## config.mk

```make
export PLATFORM = sky130hd
export DESIGN_NAME = gregorian_date_unit
export DESIGN_NICKNAME = d
export VERILOG_FILES = /design/src/gdu_pkg.sv /design/src/gdu_sequencer.sv /design/src/gdu_datapath.sv /design/src/gregorian_date_unit.sv
export SDC_FILE = /design/constraint.sdc
export NUM_CORES = 1
export LEC_CHECK = 0
export BUFFER_PORTS_ARGS = -buffer_cell sky130_fd_sc_hd__buf_4
export CORE_UTILIZATION = 55
export DETAILED_ROUTE_END_ITERATION = 10
export GPL_ROUTABILITY_DRIVEN = 0
export PLACE_DENSITY_LB_ADDON = 0.05
export SLEW_MARGIN = 5
export SYNTH_ARGS = -nofsm -noshare
export SYNTH_HDL_FRONTEND = slang
export SYNTH_SLANG_ARGS = --single-unit
export TNS_END_PERCENT = 5
```

## constraint.sdc

```tcl
create_clock -name clk_i -period 6.4 [get_ports clk_i]
set_input_delay 1.28 -clock clk_i [delete_from_list [all_inputs] [get_ports clk_i]]
set_output_delay 1.28 -clock clk_i [all_outputs]
set_load 0.005 [all_outputs]
```

## src/gdu_pkg.sv

```systemverilog
package gdu_pkg;

  localparam int unsigned PcW = 3;

  typedef struct packed {
    logic [4:0]  day;
    logic [3:0]  month;
    logic [13:0] year;
  } in_item_t;

  typedef struct packed {
    logic [2:0]  weekday;
    logic [8:0]  day_of_year;
    logic [4:0]  month_length;
    logic        is_leap;
    logic [4:0]  next_day;
    logic [3:0]  next_month;
    logic [13:0] next_year;
  } out_item_t;

  // Datapath operations
  typedef enum logic [1:0] {
    OP_NOP,
    OP_YINC,
    OP_YDEC,
    OP_MADD
  } op_e;

  // Jump conditions
  typedef enum logic [2:0] {
    C_NEVER,
    C_ALWAYS,
    C_Y_EQ,
    C_Y_GT,
    C_YI_MORE,
    C_YD_MORE,
    C_M_DONE,
    C_M_MORE
  } cond_e;

  typedef struct packed {
    op_e            op;
    cond_e          cond;
    logic [PcW-1:0] target;
    logic           last;
  } uword_t;

  // Datapath status seen by the sequencer
  typedef struct packed {
    logic y_eq;
    logic y_gt;
    logic yi_more;
    logic yd_more;
    logic m_done;
    logic m_more;
  } dp_flags_t;

  // Program steps
  localparam logic [PcW-1:0] PcStart  = 3'd0;
  localparam logic [PcW-1:0] PcFwd    = 3'd2;
  localparam logic [PcW-1:0] PcBack   = 3'd4;
  localparam logic [PcW-1:0] PcMonth  = 3'd5;
  localparam logic [PcW-1:0] PcMLoop  = 3'd6;
  localparam logic [PcW-1:0] PcFinish = 3'd7;

  // Control store: jump to target when cond holds, else fall through.
  function automatic uword_t ucode(logic [PcW-1:0] pc);
    uword_t w;
    unique case (pc)
      3'd0: w = '{op: OP_NOP,  cond: C_Y_EQ,    target: PcMonth,  last: 1'b0};
      3'd1: w = '{op: OP_NOP,  cond: C_Y_GT,    target: PcBack,   last: 1'b0};
      3'd2: w = '{op: OP_YINC, cond: C_YI_MORE, target: PcFwd,    last: 1'b0};
      3'd3: w = '{op: OP_NOP,  cond: C_ALWAYS,  target: PcMonth,  last: 1'b0};
      3'd4: w = '{op: OP_YDEC, cond: C_YD_MORE, target: PcBack,   last: 1'b0};
      3'd5: w = '{op: OP_NOP,  cond: C_M_DONE,  target: PcFinish, last: 1'b0};
      3'd6: w = '{op: OP_MADD, cond: C_M_MORE,  target: PcMLoop,  last: 1'b0};
      3'd7: w = '{op: OP_NOP,  cond: C_NEVER,   target: PcStart,  last: 1'b1};
    endcase
    return w;
  endfunction

  // Leap year from the year modulo 400
  function automatic logic leap_of_mod400(logic [8:0] r);
    return (r[1:0] == 2'd0) && (r != 9'd100) && (r != 9'd200) && (r != 9'd300);
  endfunction

  function automatic logic [4:0] month_len(logic [3:0] m, logic leap);
    logic [4:0] len;
    unique case (m)
      4'd2:                      len = leap ? 5'd29 : 5'd28;
      4'd4, 4'd6, 4'd9, 4'd11:   len = 5'd30;
      default:                   len = 5'd31;
    endcase
    return len;
  endfunction

  function automatic logic [2:0] add_mod7(logic [2:0] a, logic [2:0] b);
    logic [3:0] s;
    s = {1'b0, a} + {1'b0, b};
    if (s >= 4'd7) begin
      s = s - 4'd7;
    end
    return s[2:0];
  endfunction

  function automatic logic [2:0] mod7_5b(logic [4:0] x);
    logic [4:0] r;
    r = x;
    if (r >= 5'd28) begin
      r = r - 5'd28;
    end
    if (r >= 5'd14) begin
      r = r - 5'd14;
    end
    if (r >= 5'd7) begin
      r = r - 5'd7;
    end
    return r[2:0];
  endfunction

endpackage

```

## src/gdu_sequencer.sv

```systemverilog
module gdu_sequencer (
  input  logic               clk_i,
  input  logic               rst_ni,
  input  logic               start_i,
  input  logic               out_free_i,
  input  gdu_pkg::dp_flags_t flags_i,
  output gdu_pkg::op_e       op_o,
  output logic               busy_o,
  output logic               fire_o
);
  import gdu_pkg::*;

  logic [PcW-1:0] pc_q, pc_d;
  logic           busy_q, busy_d;
  uword_t         word;
  logic           take;

  assign word = ucode(pc_q);

  always_comb begin
    unique case (word.cond)
      C_NEVER:   take = 1'b0;
      C_ALWAYS:  take = 1'b1;
      C_Y_EQ:    take = flags_i.y_eq;
      C_Y_GT:    take = flags_i.y_gt;
      C_YI_MORE: take = flags_i.yi_more;
      C_YD_MORE: take = flags_i.yd_more;
      C_M_DONE:  take = flags_i.m_done;
      C_M_MORE:  take = flags_i.m_more;
      default:   take = 1'b0;
    endcase
  end

  always_comb begin
    pc_d   = pc_q;
    busy_d = busy_q;
    fire_o = 1'b0;
    if (!busy_q) begin
      if (start_i) begin
        busy_d = 1'b1;
        pc_d   = PcStart;
      end
    end else if (word.last) begin
      // hold on the last step until the result register is free
      if (out_free_i) begin
        fire_o = 1'b1;
        busy_d = 1'b0;
        pc_d   = PcStart;
      end
    end else if (take) begin
      pc_d = word.target;
    end else begin
      pc_d = pc_q + PcW'(1);
    end
  end

  always_ff @(posedge clk_i or negedge rst_ni) begin
    if (!rst_ni) begin
      pc_q   <= PcStart;
      busy_q <= 1'b0;
    end else begin
      pc_q   <= pc_d;
      busy_q <= busy_d;
    end
  end

  assign op_o   = busy_q ? word.op : OP_NOP;
  assign busy_o = busy_q;

  a_idle_pc: assert property (@(posedge clk_i) disable iff (!rst_ni)
    !busy_q |-> pc_q == PcStart)
    else $error("step counter not parked while idle");

  a_no_restart: assert property (@(posedge clk_i) disable iff (!rst_ni)
    busy_q |-> !start_i)
    else $error("start while busy");

  a_stall_hold: assert property (@(posedge clk_i) disable iff (!rst_ni)
    busy_q && word.last && !out_free_i |=> busy_q && pc_q == PcFinish)
    else $error("finish step left while result register full");

endmodule

```

## src/gdu_datapath.sv

```systemverilog
module gdu_datapath #(
  parameter int unsigned BASE_YEAR = 1900
) (
  input  logic               clk_i,
  input  logic               rst_ni,
  input  logic               load_i,
  input  gdu_pkg::in_item_t  in_i,
  input  gdu_pkg::op_e       op_i,
  output gdu_pkg::dp_flags_t flags_o,
  output gdu_pkg::out_item_t result_o
);
  import gdu_pkg::*;

  localparam logic [13:0] BaseYear = 14'(BASE_YEAR);
  localparam logic [8:0]  BaseMod  = 9'(BASE_YEAR % 400);

  logic [13:0] year_q, year_d;
  logic [4:0]  day_q, day_d;
  logic [3:0]  mon_q, mon_d;
  logic [13:0] year_cursor_q, year_cursor_d;
  logic [8:0]  ymod_q, ymod_d;        // year_cursor mod 400
  logic [2:0]  weekday_accum_q, weekday_accum_d;
  logic [3:0]  month_cursor_q, month_cursor_d;
  logic [8:0]  ordinal_accum_q, ordinal_accum_d;

  logic [8:0]  ymod_inc, ymod_dec;
  logic        leap_cur, leap_prev;
  logic [4:0]  cur_len;
  logic [4:0]  mlen, dc;
  logic [13:0] yc_inc, yc_dec;

  assign ymod_inc  = (ymod_q == 9'd399) ? 9'd0 : ymod_q + 9'd1;
  assign ymod_dec  = (ymod_q == 9'd0) ? 9'd399 : ymod_q - 9'd1;
  assign leap_cur  = leap_of_mod400(ymod_q);
  assign leap_prev = leap_of_mod400(ymod_dec);
  assign cur_len   = month_len(month_cursor_q, leap_cur);
  assign yc_inc    = year_cursor_q + 14'd1;
  assign yc_dec    = year_cursor_q - 14'd1;

  always_comb begin
    year_d          = year_q;
    day_d           = day_q;
    mon_d           = mon_q;
    year_cursor_d   = year_cursor_q;
    ymod_d          = ymod_q;
    weekday_accum_d = weekday_accum_q;
    month_cursor_d  = month_cursor_q;
    ordinal_accum_d = ordinal_accum_q;
    if (load_i) begin
      year_d = in_i.year;
      day_d  = in_i.day;
      if (in_i.month == 4'd0) begin
        mon_d = 4'd1;
      end else if (in_i.month > 4'd12) begin
        mon_d = 4'd12;
      end else begin
        mon_d = in_i.month;
      end
      year_cursor_d   = BaseYear;
      ymod_d          = BaseMod;
      weekday_accum_d = 3'd0;
      month_cursor_d  = 4'd1;
      ordinal_accum_d = 9'd0;
    end else begin
      unique case (op_i)
        OP_YINC: begin
          // 365 + leap days shift the weekday by 1 + leap
          weekday_accum_d = add_mod7(weekday_accum_q, {2'b00, leap_cur} + 3'd1);
          year_cursor_d   = yc_inc;
          ymod_d          = ymod_inc;
        end
        OP_YDEC: begin
          weekday_accum_d = add_mod7(weekday_accum_q, 3'd6 - {2'b00, leap_prev});
          year_cursor_d   = yc_dec;
          ymod_d          = ymod_dec;
        end
        OP_MADD: begin
          weekday_accum_d = add_mod7(weekday_accum_q, 3'(cur_len - 5'd28));
          ordinal_accum_d = ordinal_accum_q + {4'b0000, cur_len};
          month_cursor_d  = month_cursor_q + 4'd1;
        end
        default: ;
      endcase
    end
  end

  always_ff @(posedge clk_i or negedge rst_ni) begin
    if (!rst_ni) begin
      year_q          <= '0;
      day_q           <= '0;
      mon_q           <= 4'd1;
      year_cursor_q   <= '0;
      ymod_q          <= '0;
      weekday_accum_q <= '0;
      month_cursor_q  <= 4'd1;
      ordinal_accum_q <= '0;
    end else begin
      year_q          <= year_d;
      day_q           <= day_d;
      mon_q           <= mon_d;
      year_cursor_q   <= year_cursor_d;
      ymod_q          <= ymod_d;
      weekday_accum_q <= weekday_accum_d;
      month_cursor_q  <= month_cursor_d;
      ordinal_accum_q <= ordinal_accum_d;
    end
  end

  assign flags_o.y_eq    = (year_cursor_q == year_q);
  assign flags_o.y_gt    = (year_cursor_q > year_q);
  assign flags_o.yi_more = (yc_inc != year_q);
  assign flags_o.yd_more = (yc_dec != year_q);
  assign flags_o.m_done  = (month_cursor_q >= mon_q);
  assign flags_o.m_more  = ((month_cursor_q + 4'd1) < mon_q);

  // Final step: cursor equals year, so ymod_q holds year mod 400
  assign mlen = month_len(mon_q, leap_cur);

  always_comb begin
    if (day_q == 5'd0) begin
      dc = 5'd1;
    end else if (day_q > mlen) begin
      dc = mlen;
    end else begin
      dc = day_q;
    end
  end

  always_comb begin
    result_o.weekday      = add_mod7(weekday_accum_q, mod7_5b(dc - 5'd1));
    result_o.day_of_year  = ordinal_accum_q + {4'b0000, dc};
    result_o.month_length = mlen;
    result_o.is_leap      = leap_cur;
    result_o.next_day     = dc + 5'd1;
    result_o.next_month   = mon_q;
    result_o.next_year    = year_q;
    if (dc == mlen) begin
      result_o.next_day = 5'd1;
      if (mon_q == 4'd12) begin
        result_o.next_month = 4'd1;
        result_o.next_year  = year_q + 14'd1;
      end else begin
        result_o.next_month = mon_q + 4'd1;
      end
    end
  end

  a_wd_range: assert property (@(posedge clk_i) disable iff (!rst_ni)
    weekday_accum_q != 3'd7)
    else $error("weekday accumulator out of range");

endmodule

```

## src/gregorian_date_unit.sv

```systemverilog
// Gregorian date unit: weekday, ordinal day, month length, leap flag and the
// following date for one calendar date per transaction.
//
// Input channel (in_valid_i / in_ready_o / in_data_i): day, month, year.
// Month 0 reads as January, months above 12 as December; day 0 reads as 1 and
// days past the month end saturate to the last day. All outputs describe the
// corrected date.
// Output channel (out_valid_o / out_ready_o / out_data_o): one result per input.
//
// A small microcoded sequencer walks the year cursor from BASE_YEAR (a Monday
// on January 1) to the input year, one year per cycle, then the months, one
// month per cycle. The next transaction is accepted once the result has been
// written to the output register, so one transaction is in flight at a time.
// in_ready_o is high whenever the sequencer is idle, also while a finished
// result waits in the output register. If the receiver stalls, the next
// transaction runs up to its finish step and holds there until the output
// register frees.
// Reset clears the sequencer to idle and the output register to empty.
module gregorian_date_unit #(
  parameter int unsigned BASE_YEAR = 1900
) (
  input  logic               clk_i,
  input  logic               rst_ni,
  input  logic               in_valid_i,
  output logic               in_ready_o,
  input  gdu_pkg::in_item_t  in_data_i,
  output logic               out_valid_o,
  input  logic               out_ready_i,
  output gdu_pkg::out_item_t out_data_o
);
  import gdu_pkg::*;

  logic      start;
  logic      busy;
  logic      fire;
  logic      out_free;
  op_e       op;
  dp_flags_t flags;
  out_item_t result;

  logic      out_valid_q, out_valid_d;
  out_item_t out_q, out_d;

  assign in_ready_o = !busy;
  assign start      = in_valid_i && !busy;
  // output register can take a new result this cycle
  assign out_free   = !out_valid_q || out_ready_i;

  gdu_sequencer u_seq (
    .clk_i      (clk_i),
    .rst_ni     (rst_ni),
    .start_i    (start),
    .out_free_i (out_free),
    .flags_i    (flags),
    .op_o       (op),
    .busy_o     (busy),
    .fire_o     (fire)
  );

  gdu_datapath #(
    .BASE_YEAR (BASE_YEAR)
  ) u_dp (
    .clk_i    (clk_i),
    .rst_ni   (rst_ni),
    .load_i   (start),
    .in_i     (in_data_i),
    .op_i     (op),
    .flags_o  (flags),
    .result_o (result)
  );

  always_comb begin
    out_valid_d = out_valid_q;
    out_d       = out_q;
    if (fire) begin
      out_valid_d = 1'b1;
      out_d       = result;
    end else if (out_ready_i) begin
      out_valid_d = 1'b0;
    end
  end

  always_ff @(posedge clk_i or negedge rst_ni) begin
    if (!rst_ni) begin
      out_valid_q <= 1'b0;
    end else begin
      out_valid_q <= out_valid_d;
    end
  end

  always_ff @(posedge clk_i) begin
    out_q <= out_d;
  end

  assign out_valid_o = out_valid_q;
  assign out_data_o  = out_q;

endmodule

```

==> metrics.cfg <==
[run_status]
status = completed

[grt]
grt_pass1_vias = 7131
grt_use_total_pct = 28.8
antenna_found_initial = 0
grt_max_degree = 68
grt_pass1_wl_microns = 34100
grt_overflow = 0

[floorplanning]
fp.coreArea_sq_um = 14500
die_w_microns = 124
die-area_sq_um = 15300
initial_core_util_pct = 56.2
rows = 44
io_pins = 70
fp.dieH_microns = 124

[sta]
fin_skew_ps = 8.51
period_minus_slack_ps = 6230
hold_viol = 0
setup_viol = 0
fin_crit_sh_pct = 97.3
hold_ws_ps = 534
worst_slew_pin_slew_ps = 1170
relSlewSlack_pct = 21.7
rsz0062_at_grt = yes
max_freq_ghz = 0.161
slew_violations = 0

[clock_network]
cts-hold-fix-buffers = 0
cts_buffers = 9
clk_latency_ps = 360
cts_tree = done
h-tree-depth = 3
clkTransAtPathRegs_ps = 70
clock-root-buffer = clkbuf_16
cts_sinks = 105
clockBufferDepth = 2

[synth]
synth_flop_cell = dfrtp_1
seq_area_frac_synth_pct = 34.5
synth-seq-cells = 105
synthArstFlopShare_pct = 63.8
syn_area_per_cell_sq_um = 8.62
synth_cell_type_count = 78
synthCells = 947
ys_warn_count = 0
synthesis.area_sq_um = 8170
synth_area_leaders = dfrtp_1 (20%), edfxtp_1 (14%), ha_1 (11%)
synth_top_area_share_pct = 19.9
synth-edff-count = 38
yosysTopAreaCell = dfrtp_1

[placed_design]
io_buffers = 66
place_area_sq_um = 8850
dp_hpwl_microns = 15300
dp.cells = 1167

[route]
drc = 0
drt_iter0_drc = 686
first_pass_iters = 9
wl_per_cell_microns = 17.9
antenna_left = 0
totalWireLength_microns = 21500
post_drt_via_cell_ratio = 6.10
vias = 7300

[worst_setup_path]
critPathKind = flip-flop to flip-flop
crit_path_end_kind = flip-flop
cpPeakStageDelay_ps = 440
arrival_ps = 6340
rr_worst_depth = 30
crit_slowest_cell = fa_1
critPathMaxFanout = 5
cp_num_buf_inv = 3
worst_setup_path_start_kind = flip-flop
path_delay_family = adder cells
crit_required_ps = 6510
cp_common_cell = ha_2
r2r_start = u_dp.ymod_q[7]
reg2reg_slack_ps = 170
r2r_end = out_data_o[39]

[cells_and_area]
antenna_cells = 0
syn2layout_area_growth_pct = 14.7
final_common_cell = nand2_1
drive_gt1_share_pct = 16.9
fillers = 1184
final_area_sq_um = 9370
fin_util_pct = 64.5
mostFrequentLayoutCells = nand2_1 (117), buf_4 (103), o21ai_0 (79)
stdcell_count = 1196
fin_nets = 1109

[run]
maxCapViolations = 0

[worst_hold_path]
holdPathEnd = out_valid_o
worstHoldStart = out_valid_o
hold_path.class = flip-flop to flip-flop
holdPathStages = 2

-- worst max path at each step --
stage | start | end | slack (ps) | depth (start not counted)
4_1_cts | u_dp.mon_q[0] | out_data_o[39] | 20 | 29
2_1_floorplan | u_dp.mon_q[0] | out_data_o[39] | 10 | 29
3_5_place_dp | u_dp.mon_q[0] | out_data_o[39] | -330 | 27
5_1_grt | u_dp.ymod_q[2] | out_data_o[39] | -90 | 31
3_3_place_gp | u_dp.mon_q[0] | out_data_o[39] | 70 | 28
6_report | u_dp.ymod_q[7] | out_data_o[39] | 170 | 30
-- sequential cells by signal, indices dropped and copies added (netlist names) --
name / flops
out_data_o: 38
out_valid_o: 1
u_dp.day_q: 5
u_dp.mon_q: 4
u_dp.month_cursor_q: 4
u_dp.ordinal_accum_q: 9
u_dp.weekday_accum_q: 3
u_dp.year_cursor_q: 14
u_dp.year_q: 14
u_dp.ymod_q: 9
u_seq.busy_o: 1
u_seq.pc_q: 3
-- worst reg2reg max path: cells and delay by family (launching register included) --
family	cells	cell delay (ps)
xor gates and xnor gates	2	310
and+or+nand+nor	4	620
AOI/OAI and AO/OA	12	2020
muxes	1	310
DFF	1	420
buffers and inverters	3	220
adders and majority gates	8	2080
-- synthesized netlist by cell type, types with 12 or more instances --
library cell / count
nand2_1: 118
o21ai_0: 82
nor2_1: 74
ha_1: 70
dfrtp_1: 65
a21oi_1: 53
inv_1: 52
xnor2_1: 52
edfxtp_1: 38
clkbuf_1: 35
nand3_1: 35
xor2_1: 29
nor3_1: 21
nand4_1: 17
a21o_1: 12
-- layer usage --
metal	global-route usage, %	up-vias	wire, microns
li1	-	3462	-
met1	33.6	3513	8510
met2	51.8	266	11100
met3	4.76	59	1060
met4	12.4	0	772
met5	0	-	0
-- stage by stage --
step | setup TNS, ps | setup slack (ps)
2_1_floorplan | 0 | 14.8
3_3_place_gp | 0 | 71.0
3_5_place_dp | -393 | -329
4_1_cts | 0 | 15.8
5_1_grt | -90.6 | -90.6
6_report | 0 | 174
-- timing repair --
action / in CTS / in global routing
setup endpoints to repair: 2 / 3
pin swaps: 11 / 23
setup buffers: 6 / 7
gates resized for setup: 15 / 22
gates cloned: 0 / 0
-- cell type report --
type / count / area [sq um] / share of cell area, %
clock buffers: 10 / 229 / 2.44
repair buffers: 103 / 773 / 8.25
clock inverters: 6 / 41.3 / 0.441
well taps: 184 / 230 / 2.46
flip-flops and latches: 105 / 2820 / 30.1
multi-input cells: 735 / 5070 / 54.2
inverters: 53 / 199 / 2.12
-- logic make-up after synthesis --
logic type      Yosys count  share of synthesized area (%)
other cells               1                         0.0459
xor+xnor                 81                           8.69
simple gates            341                           20.7
compound gates          219                           16.5
buf+inv                 109                           5.55
fa+ha+maj                75                           11.9
mux                      16                           2.04
flops                   105                           34.5
Power is not shown: default switching activity piles up to over one toggle a cycle in this logic, so the estimate is an artifact.
